==> src/sv/rtpp_pkg.sv <==
// Shared types and constants of the RTP/TS MTU packetizer.
package rtpp_pkg;

   // Packet geometry.
   localparam int unsigned MIN_MTU   = 64;
   localparam int unsigned HDR_BYTES = 12;
   // Width that holds a fill count plus a 16-bit block length.
   localparam int unsigned SUM_W     = 17;

   // Fixed RTP header bytes.
   localparam logic [7:0] RTP_VERSION_BYTE = 8'h80;
   localparam logic [7:0] RTP_TYPE_BYTE    = 8'h21;

   // Timestamp conversion: microseconds * 9 / 100 gives 90 kHz ticks.
   localparam int unsigned TS_DIVISOR  = 100;
   localparam int unsigned TIME_W      = 40;
   localparam int unsigned PROD_W      = TIME_W + 4;
   localparam int unsigned DIV_STEP    = 8;
   localparam int unsigned DIV_BITS    = 48;
   localparam int unsigned DIV_CYCLES  = DIV_BITS / DIV_STEP;
   localparam int unsigned DIV_CNT_W   = 3;
   localparam int unsigned DIV_REM_W   = 7;

   // Configuration register indexes.
   localparam int unsigned CSR_INDEX_W = 3;
   localparam logic [CSR_INDEX_W-1:0] CSR_RTP_ENABLE     = 3'd0;
   localparam logic [CSR_INDEX_W-1:0] CSR_RAW_MODE       = 3'd1;
   localparam logic [CSR_INDEX_W-1:0] CSR_MTU_BYTES      = 3'd2;
   localparam logic [CSR_INDEX_W-1:0] CSR_SEQUENCE_START = 3'd3;
   localparam logic [CSR_INDEX_W-1:0] CSR_SOURCE_ID      = 3'd4;

   // Output byte slots of one command, in emission order.
   localparam int unsigned SLOT_COUNT = 15;
   localparam int unsigned SLOT_W     = 4;
   localparam logic [SLOT_W-1:0] SLOT_CLOSE  = 4'd0;
   localparam logic [SLOT_W-1:0] SLOT_VER    = 4'd1;
   localparam logic [SLOT_W-1:0] SLOT_TYPE   = 4'd2;
   localparam logic [SLOT_W-1:0] SLOT_SEQ1   = 4'd3;
   localparam logic [SLOT_W-1:0] SLOT_SEQ0   = 4'd4;
   localparam logic [SLOT_W-1:0] SLOT_TS3    = 4'd5;
   localparam logic [SLOT_W-1:0] SLOT_TS2    = 4'd6;
   localparam logic [SLOT_W-1:0] SLOT_TS1    = 4'd7;
   localparam logic [SLOT_W-1:0] SLOT_TS0    = 4'd8;
   localparam logic [SLOT_W-1:0] SLOT_SSRC3  = 4'd9;
   localparam logic [SLOT_W-1:0] SLOT_SSRC2  = 4'd10;
   localparam logic [SLOT_W-1:0] SLOT_SSRC1  = 4'd11;
   localparam logic [SLOT_W-1:0] SLOT_SSRC0  = 4'd12;
   localparam logic [SLOT_W-1:0] SLOT_HELD   = 4'd13;
   localparam logic [SLOT_W-1:0] SLOT_CUR    = 4'd14;

   // One classified input byte: which bytes it releases and what they carry.
   typedef struct packed {
      logic              close_en;
      logic              hdr_en;
      logic              held_en;
      logic              cur_en;
      logic [7:0]        held_byte;
      logic [7:0]        cur_byte;
      logic [15:0]       seq;
      logic [TIME_W-1:0] tim;
   } cmd_type;

   // One result byte.
   typedef struct packed {
      logic [7:0] data;
      logic       last;
   } out_type;

endpackage

==> src/sv/rtp_ts_mtu_packetizer_core.sv <==
// Top level of the RTP/MPEG-2 TS MTU packetizer.
//
//   Channel   Direction  Handshake            Payload
//   req_*     in         push / full          data_byte, block_first, block_last,
//                                             block_length, block_time
//   rsp_*     out        empty / pop          out_byte, packet_end
//   csr_*     in         valid / ready        index, wdata
//
// An input byte is accepted whenever the command queue has room,
// so a steady stream of payload bytes moves at one transfer per cycle.
// Each accepted byte releases zero, one or two bytes, or twelve or thirteen when
// it opens an RTP packet; the emitter sends one result byte per cycle while the
// result buffer has room, so the emitter port sets the rate and the header bytes
// push back on the input. The 90 kHz timestamp is divided out after the command
// loads; bytes ahead of it cover most of the divide, so timestamp bytes may wait.
// Synchronous active-high reset clears all control state and loads the register
// reset values; no clearing pass is needed.
module rtp_ts_mtu_packetizer_core #(
   parameter int unsigned MAX_MTU   = 2048,
   parameter int unsigned CMD_DEPTH = 4
) (
   input  logic                          clock,
   input  logic                          reset,
   // Payload byte input.
   input  logic                          req_push,
   output logic                          req_full,
   input  logic [7:0]                    req_data_byte,
   input  logic                          req_block_first,
   input  logic                          req_block_last,
   input  logic [15:0]                   req_block_length,
   input  logic [rtpp_pkg::TIME_W-1:0]   req_block_time,
   // Packet byte output.
   output logic                          rsp_empty,
   input  logic                          rsp_pop,
   output logic [7:0]                    rsp_out_byte,
   output logic                          rsp_packet_end,
   // Register writes.
   input  logic                          csr_valid,
   output logic                          csr_ready,
   input  logic [rtpp_pkg::CSR_INDEX_W-1:0] csr_index,
   input  logic [31:0]                   csr_wdata
);

   // Configuration registers. A write to the sequence start index is not stored;
   // it only reloads the running sequence counter in the front end.
   logic        rtp_enable_ff, rtp_enable_in;
   logic        raw_mode_ff, raw_mode_in;
   logic [11:0] mtu_bytes_ff, mtu_bytes_in;
   logic [31:0] source_id_ff, source_id_in;
   logic        csr_write;
   logic        seq_load;

   rtpp_pkg::cmd_type cq_push_data;
   rtpp_pkg::cmd_type cq_pop_data;
   logic              cq_push;
   logic              cq_full;
   logic              cq_pop;
   logic              cq_valid;

   assign csr_ready = 1'b1;
   assign csr_write = csr_valid && csr_ready;

   always_comb begin
      rtp_enable_in = rtp_enable_ff;
      raw_mode_in   = raw_mode_ff;
      mtu_bytes_in  = mtu_bytes_ff;
      source_id_in  = source_id_ff;
      seq_load      = 1'b0;
      if (csr_write) begin
         unique case (csr_index)
            rtpp_pkg::CSR_RTP_ENABLE:     rtp_enable_in = csr_wdata[0];
            rtpp_pkg::CSR_RAW_MODE:       raw_mode_in   = csr_wdata[0];
            rtpp_pkg::CSR_MTU_BYTES:      mtu_bytes_in  = csr_wdata[11:0];
            rtpp_pkg::CSR_SEQUENCE_START: seq_load      = 1'b1;
            rtpp_pkg::CSR_SOURCE_ID:      source_id_in  = csr_wdata;
            default: ;
         endcase
      end
   end

   always_ff @(posedge clock) begin
      if (reset) begin
         rtp_enable_ff <= 1'b0;
         raw_mode_ff   <= 1'b0;
         mtu_bytes_ff  <= 12'd1500;
         source_id_ff  <= '0;
      end else begin
         rtp_enable_ff <= rtp_enable_in;
         raw_mode_ff   <= raw_mode_in;
         mtu_bytes_ff  <= mtu_bytes_in;
         source_id_ff  <= source_id_in;
      end
   end

   // The front end classifies each byte against the open packet and queues
   // a command naming the bytes it releases.
   rtpp_front #(
      .MAX_MTU (MAX_MTU)
   ) u_front (
      .clock            (clock),
      .reset            (reset),
      .rtp_enable       (rtp_enable_ff),
      .raw_mode         (raw_mode_ff),
      .mtu_bytes        (mtu_bytes_ff),
      .seq_load         (seq_load),
      .seq_value        (csr_wdata[15:0]),
      .req_push         (req_push),
      .req_full         (req_full),
      .req_data_byte    (req_data_byte),
      .req_block_first  (req_block_first),
      .req_block_last   (req_block_last),
      .req_block_length (req_block_length),
      .req_block_time   (req_block_time),
      .cq_push          (cq_push),
      .cq_full          (cq_full),
      .cq_data          (cq_push_data)
   );

   rtpp_cmd_fifo #(
      .DEPTH (CMD_DEPTH)
   ) u_cmd_fifo (
      .clock     (clock),
      .reset     (reset),
      .push      (cq_push),
      .push_data (cq_push_data),
      .full      (cq_full),
      .pop       (cq_pop),
      .valid     (cq_valid),
      .pop_data  (cq_pop_data)
   );

   // The back end turns each command into bytes, one transfer per cycle unless stalled.
   rtpp_back u_back (
      .clock          (clock),
      .reset          (reset),
      .source_id      (source_id_ff),
      .cq_valid       (cq_valid),
      .cq_data        (cq_pop_data),
      .cq_pop         (cq_pop),
      .rsp_empty      (rsp_empty),
      .rsp_pop        (rsp_pop),
      .rsp_out_byte   (rsp_out_byte),
      .rsp_packet_end (rsp_packet_end)
   );

endmodule

==> src/sv/rtpp_front.sv <==
// Front end: accepts payload bytes, tracks packet state, issues byte commands.
module rtpp_front #(
   parameter int unsigned MAX_MTU = 2048
) (
   input  logic                      clock,
   input  logic                      reset,
   input  logic                      rtp_enable,
   input  logic                      raw_mode,
   input  logic [11:0]               mtu_bytes,
   input  logic                      seq_load,
   input  logic [15:0]               seq_value,
   input  logic                      req_push,
   output logic                      req_full,
   input  logic [7:0]                req_data_byte,
   input  logic                      req_block_first,
   input  logic                      req_block_last,
   input  logic [15:0]               req_block_length,
   input  logic [rtpp_pkg::TIME_W-1:0] req_block_time,
   output logic                      cq_push,
   input  logic                      cq_full,
   output rtpp_pkg::cmd_type         cq_data
);

   localparam int unsigned FILL_W = $clog2(MAX_MTU + 1);
   localparam int unsigned SUM_W  = rtpp_pkg::SUM_W;

   logic [FILL_W-1:0] packet_fill_ff, packet_fill_in;
   logic              packet_open_ff, packet_open_in;
   logic              held_valid_ff, held_valid_in;
   logic [7:0]        held_byte_ff, held_byte_in;
   logic              block_spilled_ff, block_spilled_in;
   logic [15:0]       seq_ff, seq_in;

   logic              accept;
   logic [SUM_W-1:0]  mtu_eff;

   assign req_full = cq_full;
   assign accept   = req_push && !cq_full;

   always_comb begin
      if (SUM_W'(mtu_bytes) < SUM_W'(rtpp_pkg::MIN_MTU)) begin
         mtu_eff = SUM_W'(rtpp_pkg::MIN_MTU);
      end else if (SUM_W'(mtu_bytes) > SUM_W'(MAX_MTU)) begin
         mtu_eff = SUM_W'(MAX_MTU);
      end else begin
         mtu_eff = SUM_W'(mtu_bytes);
      end
   end

   always_comb begin
      logic             close_hit;
      logic             open_a;
      logic             held_a;
      logic             spill_a;
      logic [SUM_W-1:0] fill_b;
      logic [SUM_W-1:0] fill_c;

      close_hit        = 1'b0;
      open_a           = packet_open_ff;
      held_a           = held_valid_ff;
      spill_a          = block_spilled_ff;
      fill_b           = SUM_W'(packet_fill_ff);
      fill_c           = fill_b;
      packet_fill_in   = packet_fill_ff;
      packet_open_in   = packet_open_ff;
      held_valid_in    = held_valid_ff;
      held_byte_in     = held_byte_ff;
      block_spilled_in = block_spilled_ff;
      seq_in           = seq_load ? seq_value : seq_ff;

      cq_data           = '0;
      cq_data.held_byte = held_byte_ff;
      cq_data.cur_byte  = req_data_byte;
      cq_data.seq       = seq_ff;
      cq_data.tim       = req_block_time;

      if (accept) begin
         if (raw_mode) begin
            // Every block is one packet: the held byte ends the previous one.
            cq_data.close_en = req_block_first && held_valid_ff;
            cq_data.held_en  = held_valid_ff && !req_block_first;
            cq_data.cur_en   = req_block_last;
            held_valid_in    = !req_block_last;
            if (!req_block_last) begin
               held_byte_in = req_data_byte;
            end
            packet_open_in   = !req_block_last;
            packet_fill_in   = '0;
            block_spilled_in = 1'b0;
         end else begin
            if (req_block_first) begin
               spill_a   = 1'b0;
               close_hit = packet_open_ff &&
                           (SUM_W'(packet_fill_ff) + SUM_W'(req_block_length) > mtu_eff);
            end
            cq_data.close_en = close_hit && held_valid_ff;
            open_a = packet_open_ff && !close_hit;
            held_a = held_valid_ff && !close_hit;

            if (!open_a) begin
               // Opening a packet: header first when RTP is on.
               held_a         = 1'b0;
               cq_data.hdr_en = rtp_enable;
               fill_b         = rtp_enable ? SUM_W'(rtpp_pkg::HDR_BYTES) : '0;
               if (rtp_enable) begin
                  seq_in = seq_ff + 16'd1;
               end
            end
            cq_data.held_en = held_a;
            fill_c = fill_b + SUM_W'(1);

            if (fill_c >= mtu_eff) begin
               cq_data.cur_en   = 1'b1;
               packet_open_in   = 1'b0;
               packet_fill_in   = '0;
               block_spilled_in = !req_block_last;
               held_valid_in    = 1'b0;
            end else if (req_block_last && spill_a) begin
               cq_data.cur_en   = 1'b1;
               packet_open_in   = 1'b0;
               packet_fill_in   = '0;
               block_spilled_in = 1'b0;
               held_valid_in    = 1'b0;
            end else begin
               held_byte_in     = req_data_byte;
               held_valid_in    = 1'b1;
               packet_open_in   = 1'b1;
               packet_fill_in   = FILL_W'(fill_c);
               block_spilled_in = req_block_last ? 1'b0 : spill_a;
            end
         end
      end

      cq_push = accept &&
                (cq_data.close_en || cq_data.hdr_en || cq_data.held_en || cq_data.cur_en);
   end

   always_ff @(posedge clock) begin
      if (reset) begin
         packet_fill_ff   <= '0;
         packet_open_ff   <= 1'b0;
         held_valid_ff    <= 1'b0;
         held_byte_ff     <= '0;
         block_spilled_ff <= 1'b0;
         seq_ff           <= '0;
      end else begin
         packet_fill_ff   <= packet_fill_in;
         packet_open_ff   <= packet_open_in;
         held_valid_ff    <= held_valid_in;
         held_byte_ff     <= held_byte_in;
         block_spilled_ff <= block_spilled_in;
         seq_ff           <= seq_in;
      end
   end

   a_closed_is_empty: assert property (@(posedge clock) disable iff (reset)
      !packet_open_ff |-> packet_fill_ff == '0)
      else $error("closed packet has a nonzero fill");

   a_held_needs_open: assert property (@(posedge clock) disable iff (reset)
      held_valid_ff |-> packet_open_ff)
      else $error("byte held back without an open packet");

endmodule

==> src/sv/rtpp_cmd_fifo.sv <==
// Short command queue between the front end and the byte emitter.
module rtpp_cmd_fifo #(
   parameter int unsigned DEPTH = 4
) (
   input  logic              clock,
   input  logic              reset,
   input  logic              push,
   input  rtpp_pkg::cmd_type push_data,
   output logic              full,
   input  logic              pop,
   output logic              valid,
   output rtpp_pkg::cmd_type pop_data
);

   localparam int unsigned PTR_W = $clog2(DEPTH);
   localparam int unsigned CNT_W = $clog2(DEPTH + 1);

   rtpp_pkg::cmd_type mem_ff [DEPTH];
   logic [PTR_W-1:0]  wr_ptr_ff, wr_ptr_in;
   logic [PTR_W-1:0]  rd_ptr_ff, rd_ptr_in;
   logic [CNT_W-1:0]  count_ff, count_in;
   logic              do_push, do_pop;

   assign full     = count_ff == CNT_W'(DEPTH);
   assign valid    = count_ff != '0;
   assign pop_data = mem_ff[rd_ptr_ff];
   assign do_push  = push && !full;
   assign do_pop   = pop && valid;

   always_comb begin
      wr_ptr_in = wr_ptr_ff;
      rd_ptr_in = rd_ptr_ff;
      count_in  = count_ff;
      if (do_push) begin
         wr_ptr_in = (wr_ptr_ff == PTR_W'(DEPTH - 1)) ? '0 : wr_ptr_ff + PTR_W'(1);
      end
      if (do_pop) begin
         rd_ptr_in = (rd_ptr_ff == PTR_W'(DEPTH - 1)) ? '0 : rd_ptr_ff + PTR_W'(1);
      end
      if (do_push && !do_pop) begin
         count_in = count_ff + CNT_W'(1);
      end else if (do_pop && !do_push) begin
         count_in = count_ff - CNT_W'(1);
      end
   end

   always_ff @(posedge clock) begin
      if (do_push) begin
         mem_ff[wr_ptr_ff] <= push_data;
      end
   end

   always_ff @(posedge clock) begin
      if (reset) begin
         wr_ptr_ff <= '0;
         rd_ptr_ff <= '0;
         count_ff  <= '0;
      end else begin
         wr_ptr_ff <= wr_ptr_in;
         rd_ptr_ff <= rd_ptr_in;
         count_ff  <= count_in;
      end
   end

   a_count_bound: assert property (@(posedge clock) disable iff (reset)
      count_ff <= CNT_W'(DEPTH))
      else $error("command queue count beyond depth");

endmodule

==> src/sv/rtpp_back.sv <==
// Back end: expands commands into packet bytes and computes the RTP timestamp.
module rtpp_back (
   input  logic                clock,
   input  logic                reset,
   input  logic [31:0]         source_id,
   input  logic                cq_valid,
   input  rtpp_pkg::cmd_type   cq_data,
   output logic                cq_pop,
   output logic                rsp_empty,
   input  logic                rsp_pop,
   output logic [7:0]          rsp_out_byte,
   output logic                rsp_packet_end
);

   localparam int unsigned NS     = rtpp_pkg::SLOT_COUNT;
   localparam int unsigned SW     = rtpp_pkg::SLOT_W;
   localparam int unsigned DB     = rtpp_pkg::DIV_BITS;
   localparam int unsigned RW     = rtpp_pkg::DIV_REM_W;
   localparam int unsigned CW     = rtpp_pkg::DIV_CNT_W;

   rtpp_pkg::cmd_type cmd_ff, cmd_in;
   logic [NS-1:0]     mask_ff, mask_in;
   logic [DB-1:0]     div_num_ff, div_num_in;
   logic [RW-1:0]     div_rem_ff, div_rem_in;
   logic [31:0]       div_quo_ff, div_quo_in;
   logic [CW-1:0]     div_cnt_ff, div_cnt_in;

   rtpp_pkg::out_type ob_head_ff, ob_head_in;
   rtpp_pkg::out_type ob_tail_ff, ob_tail_in;
   logic [1:0]        ob_cnt_ff, ob_cnt_in;

   logic [NS-1:0]     lowest;
   logic [SW-1:0]     slot;
   logic              ts_slot;
   logic              emit;
   logic              load;
   logic [NS-1:0]     mask_after;
   rtpp_pkg::out_type emit_item;
   logic              ob_pop;

   // Lowest pending slot is the next byte to send.
   always_comb begin
      lowest = mask_ff & (~mask_ff + NS'(1));
      slot   = '0;
      for (int i = 0; i < NS; i++) begin
         if (lowest[i]) begin
            slot = SW'(i);
         end
      end
   end

   assign ts_slot = (slot == rtpp_pkg::SLOT_TS3) || (slot == rtpp_pkg::SLOT_TS2) ||
                    (slot == rtpp_pkg::SLOT_TS1) || (slot == rtpp_pkg::SLOT_TS0);
   assign emit = (mask_ff != '0) && (ob_cnt_ff != 2'd2) &&
                 !(ts_slot && (div_cnt_ff != '0));
   assign mask_after = emit ? (mask_ff & ~lowest) : mask_ff;
   assign load   = (mask_after == '0) && cq_valid;
   assign cq_pop = load;

   always_comb begin
      emit_item.last = 1'b0;
      unique case (slot)
         rtpp_pkg::SLOT_CLOSE: begin
            emit_item.data = cmd_ff.held_byte;
            emit_item.last = 1'b1;
         end
         rtpp_pkg::SLOT_VER:   emit_item.data = rtpp_pkg::RTP_VERSION_BYTE;
         rtpp_pkg::SLOT_TYPE:  emit_item.data = rtpp_pkg::RTP_TYPE_BYTE;
         rtpp_pkg::SLOT_SEQ1:  emit_item.data = cmd_ff.seq[15:8];
         rtpp_pkg::SLOT_SEQ0:  emit_item.data = cmd_ff.seq[7:0];
         rtpp_pkg::SLOT_TS3:   emit_item.data = div_quo_ff[31:24];
         rtpp_pkg::SLOT_TS2:   emit_item.data = div_quo_ff[23:16];
         rtpp_pkg::SLOT_TS1:   emit_item.data = div_quo_ff[15:8];
         rtpp_pkg::SLOT_TS0:   emit_item.data = div_quo_ff[7:0];
         rtpp_pkg::SLOT_SSRC3: emit_item.data = source_id[31:24];
         rtpp_pkg::SLOT_SSRC2: emit_item.data = source_id[23:16];
         rtpp_pkg::SLOT_SSRC1: emit_item.data = source_id[15:8];
         rtpp_pkg::SLOT_SSRC0: emit_item.data = source_id[7:0];
         rtpp_pkg::SLOT_HELD:  emit_item.data = cmd_ff.held_byte;
         rtpp_pkg::SLOT_CUR: begin
            emit_item.data = cmd_ff.cur_byte;
            emit_item.last = 1'b1;
         end
         default:              emit_item.data = '0;
      endcase
   end

   // Command register, slot mask and the timestamp divider.
   always_comb begin
      logic [RW:0]               r;
      logic [DB-1:0]             num;
      logic [31:0]               quo;
      logic [rtpp_pkg::PROD_W-1:0] prod;

      cmd_in     = cmd_ff;
      mask_in    = mask_after;
      div_num_in = div_num_ff;
      div_rem_in = div_rem_ff;
      div_quo_in = div_quo_ff;
      div_cnt_in = div_cnt_ff;
      r          = '0;
      num        = div_num_ff;
      quo        = div_quo_ff;
      // Times nine as shift and add.
      prod = {cq_data.tim, 3'b000} + rtpp_pkg::PROD_W'(cq_data.tim);

      if (div_cnt_ff != '0) begin
         // Long division by the tick divisor, a byte of dividend per cycle.
         r = {1'b0, div_rem_ff};
         for (int i = 0; i < rtpp_pkg::DIV_STEP; i++) begin
            r   = {r[RW-1:0], num[DB-1]};
            num = {num[DB-2:0], 1'b0};
            if (r >= (RW+1)'(rtpp_pkg::TS_DIVISOR)) begin
               r   = r - (RW+1)'(rtpp_pkg::TS_DIVISOR);
               quo = {quo[30:0], 1'b1};
            end else begin
               quo = {quo[30:0], 1'b0};
            end
         end
         div_num_in = num;
         div_rem_in = r[RW-1:0];
         div_quo_in = quo;
         div_cnt_in = div_cnt_ff - CW'(1);
      end

      if (load) begin
         cmd_in = cq_data;
         mask_in = '0;
         mask_in[rtpp_pkg::SLOT_CLOSE] = cq_data.close_en;
         mask_in[rtpp_pkg::SLOT_SSRC0:rtpp_pkg::SLOT_VER] = {12{cq_data.hdr_en}};
         mask_in[rtpp_pkg::SLOT_HELD]  = cq_data.held_en;
         mask_in[rtpp_pkg::SLOT_CUR]   = cq_data.cur_en;
         if (cq_data.hdr_en) begin
            div_num_in = DB'(prod);
            div_rem_in = '0;
            div_quo_in = '0;
            div_cnt_in = CW'(rtpp_pkg::DIV_CYCLES);
         end
      end
   end

   // Two-entry result buffer.
   assign ob_pop         = rsp_pop && (ob_cnt_ff != 2'd0);
   assign rsp_empty      = ob_cnt_ff == 2'd0;
   assign rsp_out_byte   = ob_head_ff.data;
   assign rsp_packet_end = ob_head_ff.last;

   always_comb begin
      ob_head_in = ob_head_ff;
      ob_tail_in = ob_tail_ff;
      ob_cnt_in  = ob_cnt_ff;
      if (ob_pop && emit) begin
         if (ob_cnt_ff == 2'd1) begin
            ob_head_in = emit_item;
         end else begin
            ob_head_in = ob_tail_ff;
            ob_tail_in = emit_item;
         end
      end else if (ob_pop) begin
         ob_head_in = ob_tail_ff;
         ob_cnt_in  = ob_cnt_ff - 2'd1;
      end else if (emit) begin
         if (ob_cnt_ff == 2'd0) begin
            ob_head_in = emit_item;
         end else begin
            ob_tail_in = emit_item;
         end
         ob_cnt_in = ob_cnt_ff + 2'd1;
      end
   end

   always_ff @(posedge clock) begin
      cmd_ff     <= cmd_in;
      div_num_ff <= div_num_in;
      div_rem_ff <= div_rem_in;
      div_quo_ff <= div_quo_in;
      ob_head_ff <= ob_head_in;
      ob_tail_ff <= ob_tail_in;
   end

   always_ff @(posedge clock) begin
      if (reset) begin
         mask_ff    <= '0;
         div_cnt_ff <= '0;
         ob_cnt_ff  <= '0;
      end else begin
         mask_ff    <= mask_in;
         div_cnt_ff <= div_cnt_in;
         ob_cnt_ff  <= ob_cnt_in;
      end
   end

   a_div_idle_on_load: assert property (@(posedge clock) disable iff (reset)
      load |-> div_cnt_ff == '0)
      else $error("new command loaded while timestamp divide still running");

   a_loaded_not_empty: assert property (@(posedge clock) disable iff (reset)
      load |=> mask_ff != '0)
      else $error("command loaded with no bytes to send");

   a_buffer_bound: assert property (@(posedge clock) disable iff (reset)
      ob_cnt_ff != 2'd3)
      else $error("result buffer overfilled");

endmodule

==> config.mk <==
export PLATFORM = sky130hd
export DESIGN_NAME = rtp_ts_mtu_packetizer_core
export DESIGN_NICKNAME = d
export VERILOG_FILES = /design/src/sv/rtpp_pkg.sv /design/src/sv/rtp_ts_mtu_packetizer_core.sv /design/src/sv/rtpp_front.sv /design/src/sv/rtpp_cmd_fifo.sv /design/src/sv/rtpp_back.sv
export SDC_FILE = /design/constraint.sdc
export NUM_CORES = 1
export LEC_CHECK = 0
export BUFFER_PORTS_ARGS = -buffer_cell sky130_fd_sc_hd__buf_4
export CAP_MARGIN = 10
export CORE_ASPECT_RATIO = 1.5
export CORE_UTILIZATION = 35
export DETAILED_ROUTE_END_ITERATION = 7
export PLACE_DENSITY_LB_ADDON = 0.15
export SYNTH_ARGS = -nofsm -noshare
export SYNTH_HDL_FRONTEND = slang
export SYNTH_SLANG_ARGS = --single-unit
==> constraint.sdc <==
create_clock -name clock -period 11.23 [get_ports clock]
set_input_delay 0.5615 -clock clock [delete_from_list [all_inputs] [get_ports clock]]
set_output_delay 0.5615 -clock clock [all_outputs]
set_load 0.005 [all_outputs]
After elaboration in Yosys (flattened, before gate mapping) --
Memory sizes are Yosys's and may differ from the RTL's. A register that Yosys moved wholly into a read port is not among the register bits. Cells that the tools add are included.
Storage, ports and cells: memory bits (writable) 304, logic and storage cells 260, memories 1, bits in registers 248, input port bits 106
Cells by class: $lt $le $gt $ge 12, equal/unequal tests 29, bitwise operators 5, mux-type cells 114, reductions and logical operators 54, add/sub/neg operators 20
Memories:
- u_cmd_fifo.mem_ff | words 4, width 76, rd ports 1, clocked after memory_dff 1, write ports 1, line rtpp_cmd_fifo.sv:18 | rtpp_pkg::cmd_type mem_ff [DEPTH];
Operators by type and width (number):
- 48-bit 2-to-1 mux | 3
- 7-bit 2-to-1 mux | 18
- 8-bit one-hot mux with 14 select lines | 1
- 32-bit 2-to-1 mux | 3
- 9-bit 2-to-1 mux | 10
- 16-bit 2-to-1 mux | 5
- 17-bit 2-to-1 mux | 4
- 8-bit by 7-bit greater-or-equal comparator with 1-bit output, second input constant | 8
- 7-bit subtractor, second input constant | 8
- 12-bit 2-to-1 mux | 4
- 43-bit by 40-bit adder with 44-bit output | 1
- 4-bit 2-to-1 mux | 9
- 1-bit 2-to-1 mux | 33
- 8-bit 2-to-1 mux | 4
- 15-bit bitwise AND | 2
- 15-bit 2-to-1 mux | 2
- 15-bit NOT | 2
- 4-bit == test, second input constant | 7
- 3-bit 2-to-1 mux | 9
- 1-bit logical AND | 18
- 2-bit 2-to-1 mux | 9
- 12-bit by 16-bit adder with 17-bit output | 1
- 17-bit by 1-bit adder with 17-bit output, second input constant | 1
- 17-bit greater-or-equal comparator | 1
- other kinds (32) | 71

Longest topological paths before layout --
Gate-level depths: netlist of run 1.
word-level depth 31, gate-level depth with buffers 51, depth with buffers taken out 47

Hierarchy --
A second synthesis of run 1 with hierarchy kept.
Second synthesis, totals: cell total of the unflattened synthesis 2378, area, all modules 27685.3 um^2
By module, submodules not included:
- rtpp_cmd_fifo | cells an instance 447, times used 1, area an instance 11482.3 um^2
- rtpp_back | cells an instance 1219, times used 1, area an instance 10146.0 um^2
- rtpp_front | cells an instance 512, times used 1, area an instance 3987.6 um^2
- rtp_ts_mtu_packetizer_core | cells an instance 200, times used 1, area an instance 2069.5 um^2

Worst setup path before layout of run 1 --
Ideal clock, no wire load.
path type reg2reg, start point register u_back.div_rem_ff[1], end point register u_back.div_rem_ff[3], data arrival time 8.918 ns, required time 11.151 ns, cell stages (with the launch flop) 51, slack 2.233 ns, setup time 0.079 ns, path through dfxtp_1 -> inv_1 -> ha_1 -> nand2b_1 -> buf_2 -> o21ai_0 -> a21oi_1 -> a21o_1 -> ha_1 -> buf_1 -> a311o_2 -> nand2_2 -> xnor2_1 -> ha_1 -> nand2_1 -> a21oi_2 -> o211a_4 -> o21ai_1 -> (+15 left out) -> clkbuf_1 -> nand2_1 -> a31oi_1 -> a211oi_2 -> a21o_1 -> nor2_1 -> xnor2_1 -> inv_1 -> ha_1 -> nor3b_1 -> a21oi_1 -> o21a_4 -> xnor2_1 -> ha_1 -> o2111ai_1 -> a31o_1 -> mux2_4 -> a211oi_2
Between the ends: word-level cells in the longest chain between the ends 26
RTL lines:
- start, declared | line rtpp_back.sv:24 | logic [RW-1:0] div_rem_ff, div_rem_in;
- start signal, assigned | line rtpp_back.sv:175 | div_rem_ff <= div_rem_in;
- 7-bit subtractor or 8-bit by 7-bit greater-or-equal comparator with 1-bit output (tied branches) | line rtpp_back.sv:114, rtpp_back.sv:113
- 7-bit 2-to-1 mux * | line rtpp_back.sv:113 | if (r >= (RW+1)'(rtpp_pkg::TS_DIVISOR)) begin
- 7-bit 2-to-1 mux * | line rtpp_back.sv:107 | if (div_cnt_ff != '0) begin
- 7-bit subtractor or 8-bit by 7-bit greater-or-equal comparator with 1-bit output (tied branches) | line rtpp_back.sv:114, rtpp_back.sv:113
- 7-bit 2-to-1 mux * | line rtpp_back.sv:113
- 7-bit 2-to-1 mux * | line rtpp_back.sv:107
- 7-bit subtractor or 8-bit by 7-bit greater-or-equal comparator with 1-bit output (tied branches) | line rtpp_back.sv:114, rtpp_back.sv:113
- 7-bit 2-to-1 mux * | line rtpp_back.sv:113
- (+11 left out)
- 7-bit 2-to-1 mux * | line rtpp_back.sv:113
- 7-bit 2-to-1 mux * | line rtpp_back.sv:107
- 7-bit subtractor or 8-bit by 7-bit greater-or-equal comparator with 1-bit output (tied branches) | line rtpp_back.sv:114, rtpp_back.sv:113
- 7-bit 2-to-1 mux * | line rtpp_back.sv:113
- 7-bit 2-to-1 mux * | line rtpp_back.sv:107
- 7-bit 2-to-1 mux | line rtpp_back.sv:133 | if (cq_data.hdr_en) begin
- 7-bit 2-to-1 mux * | line rtpp_back.sv:126 | if (load) begin
- net u_back.div_rem_in[3] | line rtpp_back.sv:24
Mark *: on every way through the listed nets, which the timed path passes. The rest lies on a longest branch. The select of a mux whose other input is x is not followed. A chain may end at the register's enable or synchronous reset.

Worst setup path in the final report of run 1 --
Same ends and word-level chain as after synthesis.

==> results of run 1 <==
## Yosys cell counts, types with 6 or more instances
| library cell | number |
|---|---|
| sky130_fd_sc_hd__a211o_1 | 11 |
| sky130_fd_sc_hd__a211oi_1 | 16 |
| sky130_fd_sc_hd__a21o_1 | 22 |
| sky130_fd_sc_hd__a21oi_1 | 157 |
| sky130_fd_sc_hd__a221oi_1 | 19 |
| sky130_fd_sc_hd__a222oi_1 | 6 |
| sky130_fd_sc_hd__a22oi_1 | 26 |
| sky130_fd_sc_hd__a31oi_1 | 11 |
| sky130_fd_sc_hd__and2_1 | 22 |
| sky130_fd_sc_hd__and3_1 | 40 |
| sky130_fd_sc_hd__buf_1 | 11 |
| sky130_fd_sc_hd__clkbuf_1 | 83 |
| sky130_fd_sc_hd__dfxtp_1 | 200 |
| sky130_fd_sc_hd__edfxtp_1 | 354 |
| sky130_fd_sc_hd__ha_1 | 101 |
| sky130_fd_sc_hd__inv_1 | 68 |
| sky130_fd_sc_hd__mux2_2 | 14 |
| sky130_fd_sc_hd__mux2i_1 | 60 |
| sky130_fd_sc_hd__mux4_2 | 75 |
| sky130_fd_sc_hd__nand2_1 | 266 |
| sky130_fd_sc_hd__nand2b_1 | 17 |
| sky130_fd_sc_hd__nand3_1 | 49 |
| sky130_fd_sc_hd__nand3b_1 | 6 |
| sky130_fd_sc_hd__nand4_1 | 11 |
| sky130_fd_sc_hd__nor2_1 | 132 |
| sky130_fd_sc_hd__nor2b_1 | 24 |
| sky130_fd_sc_hd__nor3_1 | 35 |
| sky130_fd_sc_hd__nor3b_1 | 16 |
| sky130_fd_sc_hd__nor4_1 | 9 |
| sky130_fd_sc_hd__o2111ai_1 | 9 |
| sky130_fd_sc_hd__o211ai_1 | 9 |
| sky130_fd_sc_hd__o21a_1 | 13 |
| sky130_fd_sc_hd__o21ai_0 | 108 |
| sky130_fd_sc_hd__o21bai_1 | 11 |
| sky130_fd_sc_hd__o31ai_1 | 7 |
| sky130_fd_sc_hd__or3_1 | 12 |
| sky130_fd_sc_hd__xnor2_1 | 45 |
| sky130_fd_sc_hd__xor2_1 | 22 |
## timing repair
item	4_1_cts	5_1_grt
endpoints found under the setup margin	0	1
gates resized for setup	0	1
endpoints found under the hold margin	0	0
## metal layers
metal / vias to the layer above / global-route usage, %
li1: 8449 / -
met1: 8618 / 19.5
met2: 317 / 36.4
met3: 105 / 2.50
met4: 0 / 7.54
met5: - / 0
## sequential cells by signal, summed over array words and instances, names as in the netlist, 2 cells and up, named ones only
signal / count
u_cmd_fifo.count_ff: 3
u_back.ob_cnt_ff: 2
mtu_bytes_ff: 12
u_back.mask_ff: 15
u_cmd_fifo.rd_ptr_ff: 2
u_front.packet_fill_ff: 12
u_back.div_num_ff: 48
u_cmd_fifo.wr_ptr_ff: 2
u_back.div_quo_ff: 32
u_back.div_rem_ff: 7
u_front.seq_ff: 16
u_front.held_byte_ff: 8
u_cmd_fifo.mem_ff: 304
u_back.div_cnt_ff: 3
u_back.ob_tail_ff: 9
source_id_ff: 32
u_back.cmd_ff: 32
u_back.rsp_out_byte: 8
## path summary, 6_finish.rpt
check,depth (start not counted),to
worst max-delay path,46,u_back.div_rem_ff[3]
worst min-delay path,1,u_cmd_fifo.mem_ff[1][19]
worst max register to register,46,u_back.div_rem_ff[3]
worst min register to register,2,u_back.div_quo_ff[24]
## kinds of logic (layout without fill, tap and decap cells)
kind of cell	count (synthesis)	in the layout	share of synthesized area, %
AO/OA/AOI/OAI	494	494	12.4
AND/OR/NAND/NOR	661	661	12.0
flip-flops	554	554	56.1
XOR/XNOR	68	68	2.31
adder cells (fa/ha/maj)	105	105	5.11
other	1	1	0.0144
buffers and inverters	169	309	2.52
multiplexers	153	153	9.59
## critical path: cells and delay by family (launching register included)
kind / cells / cell delay, ns
adders and majority gates: 8 / 2.16
muxes: 1 / 0.32
AOI/OAI and AO/OA: 17 / 3.57
and+or+nand+nor: 13 / 2.25
DFF: 1 / 0.45
xor gates and xnor gates: 5 / 1.13
buffers and inverters: 2 / 0.23
## through the flow
| stage | std cells | hold slack, ns | util, % | worst slack [ns] |
|---|---|---|---|---|
| 6_report | 3337 | 0.136 | 40.6 | 1.00 |
| 5_1_grt | 3337 | 0.104 | 40.6 | 0.122 |
| 4_1_cts | 3337 | 0.0846 | 40.6 | 0.881 |
| 3_5_place_dp | 3234 | 0.446 | 38.0 | 0.978 |
| 3_3_place_gp | 3234 | 0.438 | 38.0 | 1.23 |
| 2_1_floorplan | 2205 | 0.432 | - | 2.23 |
## layout by cell type (no fill, tap or decap), drive strengths merged, types with 6 or more instances in the layout
cell type / synthesis / final
edfxtp: 354 / 354
and3: 40 / 40
ha: 101 / 101
a221oi: 19 / 19
a21oi: 158 / 158
a211oi: 18 / 18
nand4: 12 / 12
a22oi: 26 / 26
mux4: 75 / 75
o21ai: 113 / 113
xor2: 22 / 22
o31ai: 8 / 8
o21a: 15 / 15
or2: 6 / 6
a211o: 11 / 11
nor3: 35 / 35
nand2: 268 / 268
or3: 12 / 12
inv: 68 / 69
buf: 16 / 137
clkinv: 1 / 15
mux2: 18 / 18
a222oi: 6 / 6
nor4: 9 / 9
xnor2: 46 / 46
a21o: 22 / 22
o21bai: 11 / 11
o2111ai: 9 / 9
o211ai: 11 / 11
clkbuf: 84 / 80
nand2b: 17 / 17
and2: 22 / 22
nor2: 134 / 134
nand3: 50 / 50
nor2b: 24 / 24
mux2i: 60 / 60
nand3b: 6 / 6
nor3b: 16 / 16
dfxtp: 200 / 200
a31oi: 12 / 12
## final cells by class
class | instances | area share, %
Sequential cell | 554 | 48.9
Clock buffer | 80 | 5.32
Timing Repair Buffer | 137 | 3.48
Clock inverter | 23 | 0.924
Inverter | 69 | 0.866
Multi-Input combinational cell | 1482 | 36.3
Tap cell | 992 | 4.15
==> results.py, run 1 <==
metrics = {
    "final_layout": {
        "layout.area.seq_mm2": 0.0146,
        "finish.instance_area_mm2": 0.0299,
        "synthToLayoutAreaGrowth_pct": 14.6,
        "share_of_layout_cells_above_drive_strength_1_pct": 15.3,
        "number_of_fill_cells": 6996,
        "antennaDiodeCount": 0,
        "multiInputGateArea_mm2": 0.0109,
        "nets": 2509,
    },
    "synthesis": {
        "synth_nets": 2415,
        "async_reset_ff_share_pct": 0,
        "yosysSeqAreaShare_pct": 56.1,
        "ys_warn_count": 0,
        "post_synth_main_area_contributors": "sky130_fd_sc_hd__edfxtp_1 (41%), sky130_fd_sc_hd__dfxtp_1 (15%), sky130_fd_sc_hd__mux4_2 (6.5%), sky130_fd_sc_hd__ha_1 (4.8%), sky130_fd_sc_hd__nand2_1 (3.8%)",
        "synthesis.area_per_instance_um2": 11.8,
        "post_synth_num_cell_types": 101,
        "netlist_instances": 2205,
        "synth-edff-count": 354,
        "synth.top_cell.area_share_pct": 40.7,
        "post-synth-top-area-cell": "sky130_fd_sc_hd__edfxtp_1",
        "synthFlopType": "sky130_fd_sc_hd__edfxtp_1",
        "ffs_latches_synth": 554,
        "synth.cell_area_mm2": 0.0261,
    },
    "die": {
        "starting_density_of_the_core_pct": 35.4,
        "floorplan.io_pins": 118,
        "die-area_mm2": 0.0757,
        "die_y_um": 337,
        "core_area_mm2": 0.0737,
        "floorplan.rows": 122,
        "fp.dieW_um": 225,
    },
    "timing": {
        "max_clock_freq_mhz": 97.8,
        "fin_skew_ns": 0.0224,
        "final_max_slew_viol_count": 0,
        "rsz0062_at_grt": "no",
        "final_tns_setup_ns": 0,
        "min_period_ns": 10.23,
        "tightest_slew_ns": 1.19,
        "maxSlewHeadroom_pct": 20.7,
        "hold_viol_final": 0,
        "setup_viol": 0,
        "min_period_over_period_pct": 91.1,
    },
    "detailed_routing": {
        "detail_route.wirelength_mm": 69.9,
        "route.top_layer_used": "met4",
        "met1Wirelength_mm": 26.2,
        "firstDrtPassIters": 5,
        "post_drt_via_cell_ratio": 5.24,
        "routed-via-count": 17500,
        "avgRoutedWirePerCell_um": 21.0,
        "route.met2.wl_mm": 38.9,
        "met3_length_mm": 2.15,
        "first_iter_violations": 943,
        "ant_nets": 0,
        "drcViolationCount": 0,
    },
    "clocking": {
        "tritoncts": "built",
        "cts-root-to-sink-buffers": 3,
        "clockRootBuffer": "sky130_fd_sc_hd__clkbuf_16",
        "numCtsBuffers": 55,
        "worst_skew_late_latency_ns": 0.63,
        "cts_hold_buffers": 0,
        "cts-htree-levels": 2,
        "cts.reportedPaths.clkPinSlew_ns": 0.06,
        "cts_setup_buffers": 0,
        "cts_sinks": 554,
    },
    "setup_path": {
        "worst-endpoint-arrival_ns": 10.75,
        "critical_path_peak_fanout": 9,
        "timing.critical_path.from": "u_back.div_rem_ff[1]",
        "crit_path_end_kind": "register",
        "timing.reg2reg.setup_slack_ns": 1.00,
        "worstPathRequired_ns": 11.75,
        "max_stage_delay_ns": 0.45,
        "path_class": "register to register",
        "critical-path-top-cell-by-count": "sky130_fd_sc_hd__ha_1",
        "cp-start-kind": "register",
        "r2r-start": "u_back.div_rem_ff[1]",
        "cpMaxStageDelayCell": "sky130_fd_sc_hd__dfxtp_1",
    },
    "placed_design": {
        "place_congestion": 0.866,
        "portBuffers": 116,
        "postPlaceCellArea_mm2": 0.0280,
        "place.detailed.hpwl_mm": 49.3,
    },
    "global_routing": {
        "antenna_found_initial": 0,
        "grt.overflow.total": 0,
        "first_global_vias": 18200,
        "grtUsageTotal_pct": 18.5,
        "grt_start_max_net_pins": 100,
        "global_route_wire_length_before_repair_mm": 107,
    },
    "outcome": {
        "run_status": "finished clean",
    },
    "hold_path": {
        "timing.hold.worst.start": "req_block_time[19]",
        "hold_path_class": "input port to register",
    },
    "flow_run": {
        "drv.max_cap_violation_count": 0,
    },
}
Power of run 1 is not shown: default switching activity piles up to over one toggle a cycle in this logic, so the estimate is an artifact.
==> run 2, diff against run 1 <==
ABC_AREA = 1   (was default)
CORE_UTILIZATION = 55   (was 35)
==> results.py, run 2 <==
metrics = {
    "global_routing": {
        "first_global_vias": 19700,
        "global_route_wire_length_before_repair_mm": 107,
        "antenna_found_initial": 2,
        "grtUsageTotal_pct": 28.0,
        "grt_start_max_net_pins": 92,
        "grt.overflow.total": 0,
    },
    "final_layout": {
        "regMostFlops": "u_cmd_fifo.mem_ff",
        "share_of_layout_cells_above_drive_strength_1_pct": 11.0,
        "number_of_fill_cells": 3860,
        "synthToLayoutAreaGrowth_pct": 12.4,
        "largest_registers": "u_cmd_fifo.mem_ff (304), u_back.div_num_ff (48)",
        "nets": 3023,
        "max_ffs_per_register": 304,
        "most_frequent_standard_cell_in_the_layout_excluding_fill_and_tap_cells": "sky130_fd_sc_hd__edfxtp_1",
        "post_layout_instance_count_excluding_filler_cells": 3451,
        "leading_cell_types_in_the_layout_fill_and_taps_excluded": "sky130_fd_sc_hd__edfxtp_1 (354), sky130_fd_sc_hd__nand2_1 (339), sky130_fd_sc_hd__nor2_1 (317)",
        "finish.instance_area_mm2": 0.0296,
    },
    "clocking": {
        "tritoncts": "built",
        "numCtsBuffers": 51,
        "cts_setup_buffers": 0,
        "cts_sinks": 554,
        "worst_skew_late_latency_ns": 0.60,
        "cts.reportedPaths.clkPinSlew_ns": 0.07,
        "count_of_cells_resized_by_post_cts_repair": 0,
        "clockRootBuffer": "sky130_fd_sc_hd__clkbuf_16",
        "cts-root-to-sink-buffers": 3,
        "cts-htree-levels": 2,
        "cts_hold_buffers": 0,
    },
    "placed_design": {
        "place_congestion": 0.902,
        "postPlaceCellArea_mm2": 0.0278,
        "dp_slack_ns": 2.35,
        "portBuffers": 116,
        "place.detailed.hpwl_mm": 47.7,
        "numPlacedInstances": 3353,
    },
    "synthesis": {
        "async_reset_ff_share_pct": 0,
        "yosysSeqAreaShare_pct": 55.5,
        "synth.top_cell.area_share_pct": 40.4,
        "synth_common_cells": "sky130_fd_sc_hd__edfxtp_1 (354), sky130_fd_sc_hd__nand2_1 (339), sky130_fd_sc_hd__nor2_1 (324), sky130_fd_sc_hd__o21ai_0 (285), sky130_fd_sc_hd__inv_1 (256)",
        "dominant_combinational_cell_family_by_area_after_synthesis": "simple AND/OR/NAND/NOR gates",
        "synth_area_in_compound_gates_pct": 14.6,
        "synth_nets": 2940,
        "post_synth_and_or_nand_nor_area_fraction_pct": 14.9,
        "synthesis.area_per_instance_um2": 9.65,
        "synth-edff-count": 354,
        "post-synth-top-area-cell": "sky130_fd_sc_hd__edfxtp_1",
        "synth_area_in_xor_xnor_pct": 2.58,
        "post_synth_main_area_contributors": "sky130_fd_sc_hd__edfxtp_1 (40%), sky130_fd_sc_hd__dfxtp_1 (15%), sky130_fd_sc_hd__o21ai_0 (5.4%), sky130_fd_sc_hd__nand2_1 (4.8%), sky130_fd_sc_hd__ha_1 (4.8%)",
        "synthMuxAreaShare_pct": 1.56,
        "ffs_latches_synth": 554,
        "netlist_instances": 2730,
        "synth.cell_area_mm2": 0.0263,
        "yosys.cell_count.top_type": "sky130_fd_sc_hd__edfxtp_1",
        "post_synth_num_cell_types": 58,
        "synth_fa_ha_area_share_pct": 5.02,
        "synthFlopType": "sky130_fd_sc_hd__edfxtp_1",
        "ys_warn_count": 0,
    },
    "die": {
        "core_area_mm2": 0.0470,
        "die-area_mm2": 0.0488,
        "floorplan.rows": 97,
        "fp.dieW_um": 181,
        "die_y_um": 270,
        "starting_density_of_the_core_pct": 56.1,
        "floorplan.io_pins": 118,
    },
    "detailed_routing": {
        "routed-via-count": 19900,
        "detail_route.wirelength_mm": 68.2,
        "firstDrtPassIters": 6,
        "first_iter_violations": 1344,
        "avgRoutedWirePerCell_um": 19.8,
        "drcViolationCount": 0,
        "ant_nets": 0,
        "post_drt_via_cell_ratio": 5.77,
    },
    "timing": {
        "max_clock_freq_mhz": 117,
        "final_max_slew_viol_count": 0,
        "setup_viol": 0,
        "maxSlewHeadroom_pct": 20.9,
        "final.setup.worst_slack_ns": 2.67,
        "final_tns_setup_ns": 0,
        "min_period_ns": 8.56,
        "rsz0062_at_grt": "no",
        "tightest_slew_ns": 1.18,
        "hold_viol_final": 0,
        "min_period_over_period_pct": 76.3,
        "fin_skew_ns": 0.0379,
    },
    "outcome": {
        "run_status": "finished clean",
    },
    "setup_path": {
        "cpMaxStageDelayCell": "sky130_fd_sc_hd__nor2_4",
        "worst-endpoint-arrival_ns": 8.81,
        "max_stage_delay_ns": 0.60,
        "worstPathRequired_ns": 11.47,
        "crit_path_end_kind": "register",
        "critical_path_peak_fanout": 31,
        "cp-start-kind": "register",
        "critical-path-top-cell-by-count": "sky130_fd_sc_hd__nand2_1",
        "path_class": "register to register",
    },
    "flow_run": {
        "drv.max_cap_violation_count": 0,
    },
    "hold_path": {
        "hold_path_class": "input port to register",
    },
}
run 2: logic make-up after synthesis:
logic type               count (synthesis)
adder cells (fa/ha/maj)                104
AO/OA/AOI/OAI                          661
multiplexers                            41
other                                    1
buffers and inverters                  394
XOR/XNOR                                76
AND/OR/NAND/NOR                        899
flip-flops                             554
run 2: final cells by class:
cell class	count	area, um^2	area share [%]
clock buffer	71	1460	4.94
sequential	554	14600	49.4
antenna	2	5.00	0.0169
clock inverter	24	363	1.22
tap	594	743	2.51
inverter	284	1070	3.61
timing repair buffer	140	1060	3.58
multi-input combinational	1782	10300	34.7
run 2: metrics by stage:
step	utilization, %	hold slack [ns]
3_5_place_dp	59.2	0.456
4_1_cts	63.0	0.146
5_1_grt	63.1	0.153
2_1_floorplan	-	0.425
3_3_place_gp	59.2	0.446
6_report	63.1	0.170
run 2: metal layers:
metal / track usage (%) / up-vias / wire length, um
met5: 0 / - / 10
met4: 14.8 / 2 / 3700
met3: 2.76 / 144 / 3080
met2: 51.9 / 583 / 36000
met1: 31.3 / 9500 / 25400
li1: - / 9690 / -
run 2: worst max-delay path, delay by kind of cell, from the launching register on:
kind | cells | cell delay (ns)
AND/OR/NAND/NOR | 19 | 2.72
AO/OA/AOI/OAI | 11 | 1.72
buffers and inverters | 6 | 1.60
adder cells (fa/ha/maj) | 5 | 1.44
flip-flops | 1 | 0.35
XOR/XNOR | 2 | 0.34
run 2: worst paths after layout:
| check | startpoint | end | slack (ns) | depth (start not counted) |
|---|---|---|---|---|
| setup reg to reg | u_front.packet_fill_ff[0] | u_cmd_fifo.mem_ff[0][39] | 2.67 | 43 |
| setup / recovery | u_front.packet_fill_ff[0] | u_cmd_fifo.mem_ff[0][39] | 2.67 | 43 |
| hold / removal | req_block_time[4] | u_cmd_fifo.mem_ff[0][4] | 0.17 | 1 |
| hold reg to reg | source_id_ff[25] | source_id_ff[25] | 0.47 | 2 |
Power of run 2 is left out for the same reason.
